**config.mk**
```make
export PLATFORM = sky130hd
export DESIGN_NAME = pythagorean_triple_classifier
export DESIGN_NICKNAME = d
export VERILOG_FILES = /design/src/rtl/core/pyth_pkg.sv /design/src/rtl/core/pyth_gcd.sv /design/src/rtl/core/pythagorean_triple_classifier.sv
export SDC_FILE = /design/constraint.sdc
export NUM_CORES = 2
export LEC_CHECK = 0
export ABC_AREA = 1
export BUFFER_PORTS_ARGS = -buffer_cell sky130_fd_sc_hd__buf_2
export CORE_MARGIN = 2
export CORE_UTILIZATION = 58
export CTS_BUF_LIST = sky130_fd_sc_hd__clkbuf_2 sky130_fd_sc_hd__clkbuf_4 sky130_fd_sc_hd__clkbuf_8
export CTS_CLUSTER_SIZE = 28
export DETAILED_ROUTE_END_ITERATION = 10
export PLACE_DENSITY_LB_ADDON = 0.15
export SLEW_MARGIN = 20
export SYNTH_ARGS = -nofsm -noshare
export SYNTH_HDL_FRONTEND = slang
export SYNTH_HIERARCHICAL = 1
export SYNTH_SLANG_ARGS = --single-unit
```
**constraint.sdc**
```tcl
create_clock -name i_clk -period 9 [get_ports i_clk]
set_input_delay 0.9 -clock i_clk [delete_from_list [all_inputs] [get_ports i_clk]]
set_output_delay 0.9 -clock i_clk [all_outputs]
set_load 0.1 [all_outputs]
```
**src/rtl/core/pyth_pkg.sv**
```systemverilog
// ----------------------------------------------------------------------------
// pyth_pkg
// Shared types and constants for the Pythagorean triple classifier.
// ----------------------------------------------------------------------------
package pyth_pkg;

    localparam int FIELD_WIDTH    = 32;
    localparam int SIDE_WIDTH_DEF = 32;
    localparam int NUM_SIDES      = 3;

    typedef struct packed {
        logic signed [FIELD_WIDTH-1:0] side_a;
        logic signed [FIELD_WIDTH-1:0] side_b;
        logic signed [FIELD_WIDTH-1:0] side_c;
    } t_in;

    typedef struct packed {
        logic is_right_triple;
        logic is_primitive;
    } t_out;

    typedef enum logic [2:0] {
        S_IDLE,
        S_SQR,
        S_CMP,
        S_GO,
        S_GCD_AB,
        S_GCD_C,
        S_FIN
    } t_state;

    typedef enum logic [1:0] {
        G_IDLE,
        G_STRIP,
        G_NORM,
        G_LOOP
    } t_gstate;

endpackage

```
**src/rtl/core/pyth_gcd.sv**
```systemverilog
// ----------------------------------------------------------------------------
// pyth_gcd
// Binary (Stein) gcd unit: one halve, swap or subtract step per cycle.
// ----------------------------------------------------------------------------
module pyth_gcd import pyth_pkg::*; #(
    parameter int W = SIDE_WIDTH_DEF - 1
) (
    input  logic         i_clk,
    input  logic         i_rst_n,
    input  logic         i_start,
    input  logic [W-1:0] i_x,
    input  logic [W-1:0] i_y,
    output logic         o_done,
    output logic [W-1:0] o_gcd
);

    localparam int SHW = $clog2(W) + 1;

    t_gstate        r_state, n_state;
    logic [W-1:0]   r_x, n_x;
    logic [W-1:0]   r_y, n_y;
    logic [SHW-1:0] r_shift, n_shift;
    logic [W-1:0]   r_res, n_res;
    logic           r_done, n_done;

    logic           x_gt_y;
    logic [W-1:0]   diff;

    assign x_gt_y = r_x > r_y;
    assign diff   = x_gt_y ? (r_x - r_y) : (r_y - r_x);

    always_comb begin
        n_state = r_state;
        unique case (r_state)
            G_IDLE: begin
                if (i_start) begin
                    n_state = G_STRIP;
                end
            end
            G_STRIP: begin
                if (r_x == '0 || r_y == '0) begin
                    n_state = G_IDLE;
                end else if (r_x[0] || r_y[0]) begin
                    n_state = G_NORM;
                end
            end
            G_NORM: begin
                if (r_x[0]) begin
                    n_state = G_LOOP;
                end
            end
            G_LOOP: begin
                if (r_y == '0) begin
                    n_state = G_IDLE;
                end
            end
            default: n_state = G_IDLE;
        endcase
    end

    always_comb begin
        n_x     = r_x;
        n_y     = r_y;
        n_shift = r_shift;
        n_res   = r_res;
        n_done  = 1'b0;
        unique case (r_state)
            G_IDLE: begin
                if (i_start) begin
                    n_x     = i_x;
                    n_y     = i_y;
                    n_shift = '0;
                end
            end
            G_STRIP: begin
                if (r_x == '0) begin
                    n_res  = r_y;
                    n_done = 1'b1;
                end else if (r_y == '0) begin
                    n_res  = r_x;
                    n_done = 1'b1;
                end else if (!(r_x[0] || r_y[0])) begin
                    n_x     = r_x >> 1;
                    n_y     = r_y >> 1;
                    n_shift = r_shift + 1'b1;
                end
            end
            G_NORM: begin
                if (!r_x[0]) begin
                    n_x = r_x >> 1;
                end
            end
            G_LOOP: begin
                if (r_y == '0) begin
                    n_res  = r_x << r_shift;
                    n_done = 1'b1;
                end else if (!r_y[0]) begin
                    n_y = r_y >> 1;
                end else begin
                    if (x_gt_y) begin
                        n_x = r_y;
                    end
                    n_y = diff >> 1;
                end
            end
            default: n_done = 1'b0;
        endcase
    end

    always_ff @(posedge i_clk) begin
        if (!i_rst_n) begin
            r_state <= G_IDLE;
            r_done  <= 1'b0;
        end else begin
            r_state <= n_state;
            r_done  <= n_done;
        end
        r_x     <= n_x;
        r_y     <= n_y;
        r_shift <= n_shift;
        r_res   <= n_res;
    end

    assign o_done = r_done;
    assign o_gcd  = r_res;

endmodule

```
**src/rtl/core/pythagorean_triple_classifier.sv**
```systemverilog
// ----------------------------------------------------------------------------
// pythagorean_triple_classifier
// Flags right triples among three signed sides and whether they are coprime.
// ----------------------------------------------------------------------------
// One request is taken at a time. The three squares come from one shared
// multiplier, the three Pythagoras sums from one shared adder and
// comparator, and for a right triple a single binary gcd unit runs twice,
// one step per cycle; a request that is not a right triple skips the gcd.
// The result sits in an output register, so the next request is taken as
// soon as the last one finishes even while its result still waits.
module pythagorean_triple_classifier import pyth_pkg::*; #(
    parameter int SIDE_WIDTH = SIDE_WIDTH_DEF
) (
    input  logic i_clk,
    input  logic i_rst_n,
    input  logic i_in_valid,
    output logic o_in_stall,
    input  t_in  i_in,
    output logic o_out_valid,
    input  logic i_out_stall,
    output t_out o_out
);

    localparam int M  = SIDE_WIDTH - 1;
    localparam int SQ = 2 * M;

    t_state        r_state, n_state;
    logic [1:0]    r_cnt, n_cnt;
    logic [M-1:0]  r_m0, r_m1, r_m2;
    logic [SQ-1:0] r_s0, r_s1, r_s2;
    logic          r_pos;
    logic          r_right, n_right;
    logic          r_prim;
    logic          r_out_valid;
    t_out          r_out;

    logic          in_acc;
    logic          last;
    logic          eq;
    logic          pos_a, pos_b, pos_c;
    logic          rotate;
    logic          gcd_start;
    logic [M-1:0]  gcd_x, gcd_y;
    logic          gcd_done;
    logic [M-1:0]  gcd_res;
    logic          out_load;

    assign in_acc = i_in_valid && !o_in_stall;
    assign last   = (r_cnt == 2'(NUM_SIDES - 1));
    assign eq     = ({1'b0, r_s0} + {1'b0, r_s1}) == {1'b0, r_s2};

    assign pos_a = !i_in.side_a[SIDE_WIDTH-1] && (i_in.side_a[M-1:0] != '0);
    assign pos_b = !i_in.side_b[SIDE_WIDTH-1] && (i_in.side_b[M-1:0] != '0);
    assign pos_c = !i_in.side_c[SIDE_WIDTH-1] && (i_in.side_c[M-1:0] != '0);

    always_comb begin
        n_state = r_state;
        unique case (r_state)
            S_IDLE: begin
                if (in_acc) begin
                    n_state = S_SQR;
                end
            end
            S_SQR: begin
                if (last) begin
                    n_state = S_CMP;
                end
            end
            S_CMP: begin
                if (last) begin
                    n_state = (r_pos && (r_right || eq)) ? S_GO : S_FIN;
                end
            end
            S_GO:     n_state = S_GCD_AB;
            S_GCD_AB: begin
                if (gcd_done) begin
                    n_state = S_GCD_C;
                end
            end
            S_GCD_C: begin
                if (gcd_done) begin
                    n_state = S_FIN;
                end
            end
            S_FIN: begin
                if (!r_out_valid || !i_out_stall) begin
                    n_state = S_IDLE;
                end
            end
            default: n_state = S_IDLE;
        endcase
    end

    always_comb begin
        n_cnt     = '0;
        n_right   = r_right;
        rotate    = 1'b0;
        gcd_start = 1'b0;
        gcd_x     = r_m0;
        gcd_y     = r_m1;
        out_load  = 1'b0;
        unique case (r_state)
            S_IDLE: begin
                n_right = 1'b0;
            end
            S_SQR: begin
                rotate = 1'b1;
                n_cnt  = last ? '0 : r_cnt + 1'b1;
            end
            S_CMP: begin
                rotate  = 1'b1;
                n_cnt   = last ? '0 : r_cnt + 1'b1;
                n_right = r_right || eq;
                if (last) begin
                    n_right = r_pos && (r_right || eq);
                end
            end
            S_GO: begin
                gcd_start = 1'b1;
            end
            S_GCD_AB: begin
                gcd_start = gcd_done;
                gcd_x     = gcd_res;
                gcd_y     = r_m2;
            end
            S_GCD_C: begin
                gcd_x = gcd_res;
                gcd_y = r_m2;
            end
            S_FIN: begin
                out_load = !r_out_valid || !i_out_stall;
            end
            default: n_cnt = '0;
        endcase
    end

    always_ff @(posedge i_clk) begin
        if (!i_rst_n) begin
            r_state     <= S_IDLE;
            r_cnt       <= '0;
            r_right     <= 1'b0;
            r_out_valid <= 1'b0;
        end else begin
            r_state <= n_state;
            r_cnt   <= n_cnt;
            r_right <= n_right;
            if (out_load) begin
                r_out_valid <= 1'b1;
            end else if (!i_out_stall) begin
                r_out_valid <= 1'b0;
            end
        end
        if (in_acc) begin
            r_m0  <= i_in.side_a[M-1:0];
            r_m1  <= i_in.side_b[M-1:0];
            r_m2  <= i_in.side_c[M-1:0];
            r_pos <= pos_a && pos_b && pos_c;
        end else if (rotate) begin
            r_m0 <= r_m1;
            r_m1 <= r_m2;
            r_m2 <= r_m0;
        end
        if (r_state == S_SQR) begin
            r_s0 <= r_s1;
            r_s1 <= r_s2;
            r_s2 <= r_m0 * r_m0;
        end else if (r_state == S_CMP) begin
            r_s0 <= r_s1;
            r_s1 <= r_s2;
            r_s2 <= r_s0;
        end
        if (r_state == S_IDLE) begin
            r_prim <= 1'b0;
        end else if (r_state == S_GCD_C && gcd_done) begin
            r_prim <= (gcd_res == M'(1));
        end
        if (out_load) begin
            r_out.is_right_triple <= r_right;
            r_out.is_primitive    <= r_prim;
        end
    end

    pyth_gcd #(
        .W(M)
    ) u_gcd (
        .i_clk  (i_clk),
        .i_rst_n(i_rst_n),
        .i_start(gcd_start),
        .i_x    (gcd_x),
        .i_y    (gcd_y),
        .o_done (gcd_done),
        .o_gcd  (gcd_res)
    );

    assign o_in_stall  = (r_state != S_IDLE);
    assign o_out_valid = r_out_valid;
    assign o_out       = r_out;

endmodule

```
==> parameters.txt <==
Parameter                              Value

Detailed routing
  Starting DRT DRC Count    4,454
  Average detailed-routed wire length per instance    20.4 um
  Count of TritonRoute iterations in the first routing pass    6
  Remaining number of nets flagged by the antenna check after routing    0
  Routed Wire Length    182 mm
  Drc violations    0
  Vias/cell    5.46
  Via count    48.7k

Die
  Initial Utilization    58.4%
  Die area    101,000 sq um
  Die Y-Extent    318 um
  IO Pins    104
  Core region area    98,100 sq um
  Die span in x    318 um
  Placement Rows    115

Logic synthesis
  Number of enable-type register cells in the synthesized netlist    381
  Synthesized area divided by synthesized cell count    7.62 sq um
  Seq/Total Area, Yosys    20.3%
  Synthesized Nets    8,765
  Yosys warnings    6
  Number of flip-flops and latches in the synthesized netlist    392
  Synth async-reset ratio    0%
  Ys flop type    sky130_fd_sc_hd__edfxtp_1
  Summed instance area of the synthesized netlist    57,300 sq um
  Library cells used by synthesis    61
  Number of instances in the synthesized netlist    7,520

Global route
  Initial antenna violation count    17
  Via count of the first global-routing pass    49.7k
  Global-route wire length before repair    281 mm
  Global-route usage over all layers    36.2%
  Maximum number of pins on one net before global-route repair    102
  Total grt overflow    0

Final layout
  Footprint of the flip-flops and latches    11,700 sq um
  Multi-input gate area    38,200 sq um
  Fraction of layout instances using a drive strength above 1    6.27%
  Fill cells    9,137
  Post-route insts no fill    8,907
  Most common library cell in the layout ignoring fill and taps    sky130_fd_sc_hd__nand2_1
  Commonest non-fill, non-tap cells in the layout    sky130_fd_sc_hd__nand2_1 (2,278), sky130_fd_sc_hd__inv_1 (1,740), sky130_fd_sc_hd__fa_1 (751)
  Area Growth Syn to Fin    5.97%
  NumNets Final    8,798

STA
  Setup TNS Final    0 ns
  Unrepaired setup endpoints after global routing    false
  Worst rel slew slack    29.2%
  Shortest period the worst path allows    8.43 ns
  # setup viols final    0
  Maximum clock frequency    0.119 GHz
  Final hold violation count    0
  Transition at the pin with the smallest max-transition slack    1.06 ns
  Worst Skew    0.0636 ns
  Number of max-slew violations in the final report    0
  Final cycle utilization of the critical path    93.6%

Worst setup path
  Category of the worst setup path capture point    flop
  Cell with the biggest individual delay on the critical path    sky130_fd_sc_hd__edfxtp_1
  RR Startpoint    r_m0[19]
  Required @ worst endpoint    9.44 ns
  Setup CP Type    reg2reg
  RR Endpoint    r_s2[49]
  Longest individual stage delay on the worst path    0.99 ns
  Gate family responsible for the most delay along the worst path    adder cells
  Library cell appearing most often on the critical path    sky130_fd_sc_hd__fa_1
  Buf/Inv on CP    4
  CP max FO    17
  Logic depth of the worst register-to-register path    25
  R2R setup slack    0.57 ns
  Crit path DAT    8.87 ns
  Worst setup path end    r_s2[49]
  Critical path startpoint    r_m0[19]
  CP Depth    25
  Crit start category    flop

Place
  Post-DP HPWL    152 mm
  Count of buffers inserted at the top-level ports    103
  Cell count after placement    8,763
  RD Place Congestion    1.01

Clock network
  Inserted Clock Buffers    75
  Hold buffer count at cts    0
  Number of gates given a new drive strength after cts    0
  TritonCTS clock tree    yes
  Maximum count of clock buffers along a single path    3
  Post CTS Setup Buffer Count    0
  Clk sink count    392
  Number of H-tree levels    3
  Clock transition at the registers of the reported paths    0.06 ns
  Worst-Skew Late Latency    0.73 ns
  Clock root buffer    sky130_fd_sc_hd__clkbuf_8

Flow run
  Max capacitance violation total    0

Hold path
  Min-Delay Startpoint    r_s1[19]
  Min-Delay Path Depth    0
  Type of the tightest min-delay check    reg2reg

Outcome
  Result of the run    complete, no violations
Yosys cell counts (3+ instances only):
cell type                  count  area [sq um]
sky130_fd_sc_hd__xnor2_1      51           447
sky130_fd_sc_hd__inv_2        21          78.8
sky130_fd_sc_hd__nor4_1       37           231
sky130_fd_sc_hd__nor3_1       35           175
sky130_fd_sc_hd__nor2_2       26           163
sky130_fd_sc_hd__a31o_2        3          26.3
sky130_fd_sc_hd__buf_4         7          52.6
sky130_fd_sc_hd__xor2_1       74           648
sky130_fd_sc_hd__clkbuf_1    168           631
sky130_fd_sc_hd__dfxtp_1      11           220
sky130_fd_sc_hd__o21ai_2       6          52.6
sky130_fd_sc_hd__a21oi_2      12           105
sky130_fd_sc_hd__nand3_1     273          1370
sky130_fd_sc_hd__o21a_1       10          75.1
sky130_fd_sc_hd__o21bai_1     33           248
sky130_fd_sc_hd__nand3b_1     27           203
sky130_fd_sc_hd__o22ai_1       4          25.0
sky130_fd_sc_hd__nand2_2      46           288
sky130_fd_sc_hd__ha_1        394          4930
sky130_fd_sc_hd__mux2i_1       7          70.1
sky130_fd_sc_hd__a21boi_0      6          45.0
sky130_fd_sc_hd__a31oi_1      15          93.8
sky130_fd_sc_hd__nand4_1      49           307
sky130_fd_sc_hd__nor2_1      362          1360
sky130_fd_sc_hd__nand2_1    2282          8570
sky130_fd_sc_hd__o211ai_1     29           218
sky130_fd_sc_hd__clkbuf_2      5          25.0
sky130_fd_sc_hd__o21ai_1       5          25.0
sky130_fd_sc_hd__or2_2        20           125
sky130_fd_sc_hd__a21oi_1     220          1100
sky130_fd_sc_hd__fa_1        751         15000
sky130_fd_sc_hd__edfxtp_1    381         11400
sky130_fd_sc_hd__clkinv_1      3          11.3
sky130_fd_sc_hd__a221oi_1     30           263
sky130_fd_sc_hd__nand2_4       3          33.8
sky130_fd_sc_hd__a211oi_1      4          30.0
sky130_fd_sc_hd__buf_6         3          33.8
sky130_fd_sc_hd__o21ai_0     279          1400
sky130_fd_sc_hd__nor2_4        8          90.1
sky130_fd_sc_hd__a21o_1        6          45.0
sky130_fd_sc_hd__buf_1        20          75.1
sky130_fd_sc_hd__nand3_2       9          90.1
sky130_fd_sc_hd__buf_2        14          70.1
sky130_fd_sc_hd__inv_1      1741          6540
sky130_fd_sc_hd__nor3_2        9          90.1
through the flow:
stage                     hold slack (ns)  setup WS [ns]  instance area, sq um  utilization, %
after global placement              0.407          0.880                 59200            60.3
final                               0.414          0.573                 60800            61.9
after CTS                           0.405          0.772                 60700            61.9
after global routing                0.436          0.336                 60800            61.9
after floorplan                     0.398           1.31                 57300               -
after detailed placement            0.423          0.793                 59200            60.3
per-layer routing:
layer	share of wire, %	up-vias	track usage [%]
met3	7.5	480	5.90
met1	40	23300	45.9
met4	5.9	14	18.6
met5	0.054	-	0
met2	47	1971	60.0
li1	-	22900	-
layout make-up:
class | count | area share, %
diodes | 8 | 0.0329
clock buffers | 100 | 2.04
clock inverters | 36 | 0.566
inverters | 1766 | 10.9
multi-input cells | 5145 | 62.9
flip-flops and latches | 392 | 19.2
well taps | 1287 | 2.65
repair buffers | 173 | 1.71
worst register-to-register path, cell delays in order (launching register included):
cell,delay [ns]
sky130_fd_sc_hd__edfxtp_1,0.99
sky130_fd_sc_hd__buf_4,0.34
sky130_fd_sc_hd__nand2_1,0.07
sky130_fd_sc_hd__inv_1,0.15
sky130_fd_sc_hd__fa_1,0.45
sky130_fd_sc_hd__fa_1,0.49
sky130_fd_sc_hd__fa_1,0.51
sky130_fd_sc_hd__inv_1,0.05
sky130_fd_sc_hd__fa_1,0.47
sky130_fd_sc_hd__inv_1,0.05
sky130_fd_sc_hd__fa_1,0.49
sky130_fd_sc_hd__fa_1,0.58
sky130_fd_sc_hd__fa_1,0.45
sky130_fd_sc_hd__fa_1,0.47
sky130_fd_sc_hd__ha_1,0.38
sky130_fd_sc_hd__nand2_1,0.12
sky130_fd_sc_hd__o21ai_0,0.49
sky130_fd_sc_hd__nor2_1,0.11
sky130_fd_sc_hd__a21oi_1,0.36
sky130_fd_sc_hd__nand3_1,0.20
sky130_fd_sc_hd__a21oi_1,0.45
sky130_fd_sc_hd__nand2_1,0.09
sky130_fd_sc_hd__nand2_1,0.10
sky130_fd_sc_hd__nand2_1,0.05
sky130_fd_sc_hd__nand3_1,0.18
sky130_fd_sc_hd__nand2_1,0.07
kinds of logic (layout without fill, tap and decap cells):
logic type / count (synthesis) / in the layout / synth area share (%)
AOI/OAI and AO/OA: 673 / 673 / 6.73
xor gates and xnor gates: 126 / 126 / 1.95
adders and majority gates: 1145 / 1145 / 34.8
buffers and inverters: 1983 / 2075 / 13.1
DFF: 392 / 392 / 20.3
muxes: 7 / 7 / 0.122
other: 0 / 8 / 0
and+or+nand+nor: 3194 / 3194 / 22.9
worst min path at each step:
| stage | slack [ns] | to |
|---|---|---|
| 2_1_floorplan | 0.40 | r_cnt[0] |
| 3_3_place_gp | 0.41 | r_cnt[0] |
| 3_5_place_dp | 0.42 | o_out[1] |
| 4_1_cts | 0.40 | r_m2[18] |
| 5_1_grt | 0.44 | r_s0[33] |
| 6_report | 0.41 | r_s0[19] |
state kept, by name, indices dropped and copies added, names as in the netlist, 6 cells and up, named ones only:
register       cells
u_gcd/r_y         31
r_m0              31
r_s1              62
r_m1              31
r_s2              62
r_s0              62
u_gcd/r_x         31
u_gcd/o_gcd       31
r_m2              31
u_gcd/r_shift      6
Power is left out: the tool's default activity adds up to more than one toggle a clock period on the data nets, which glitch-free logic cannot reach.
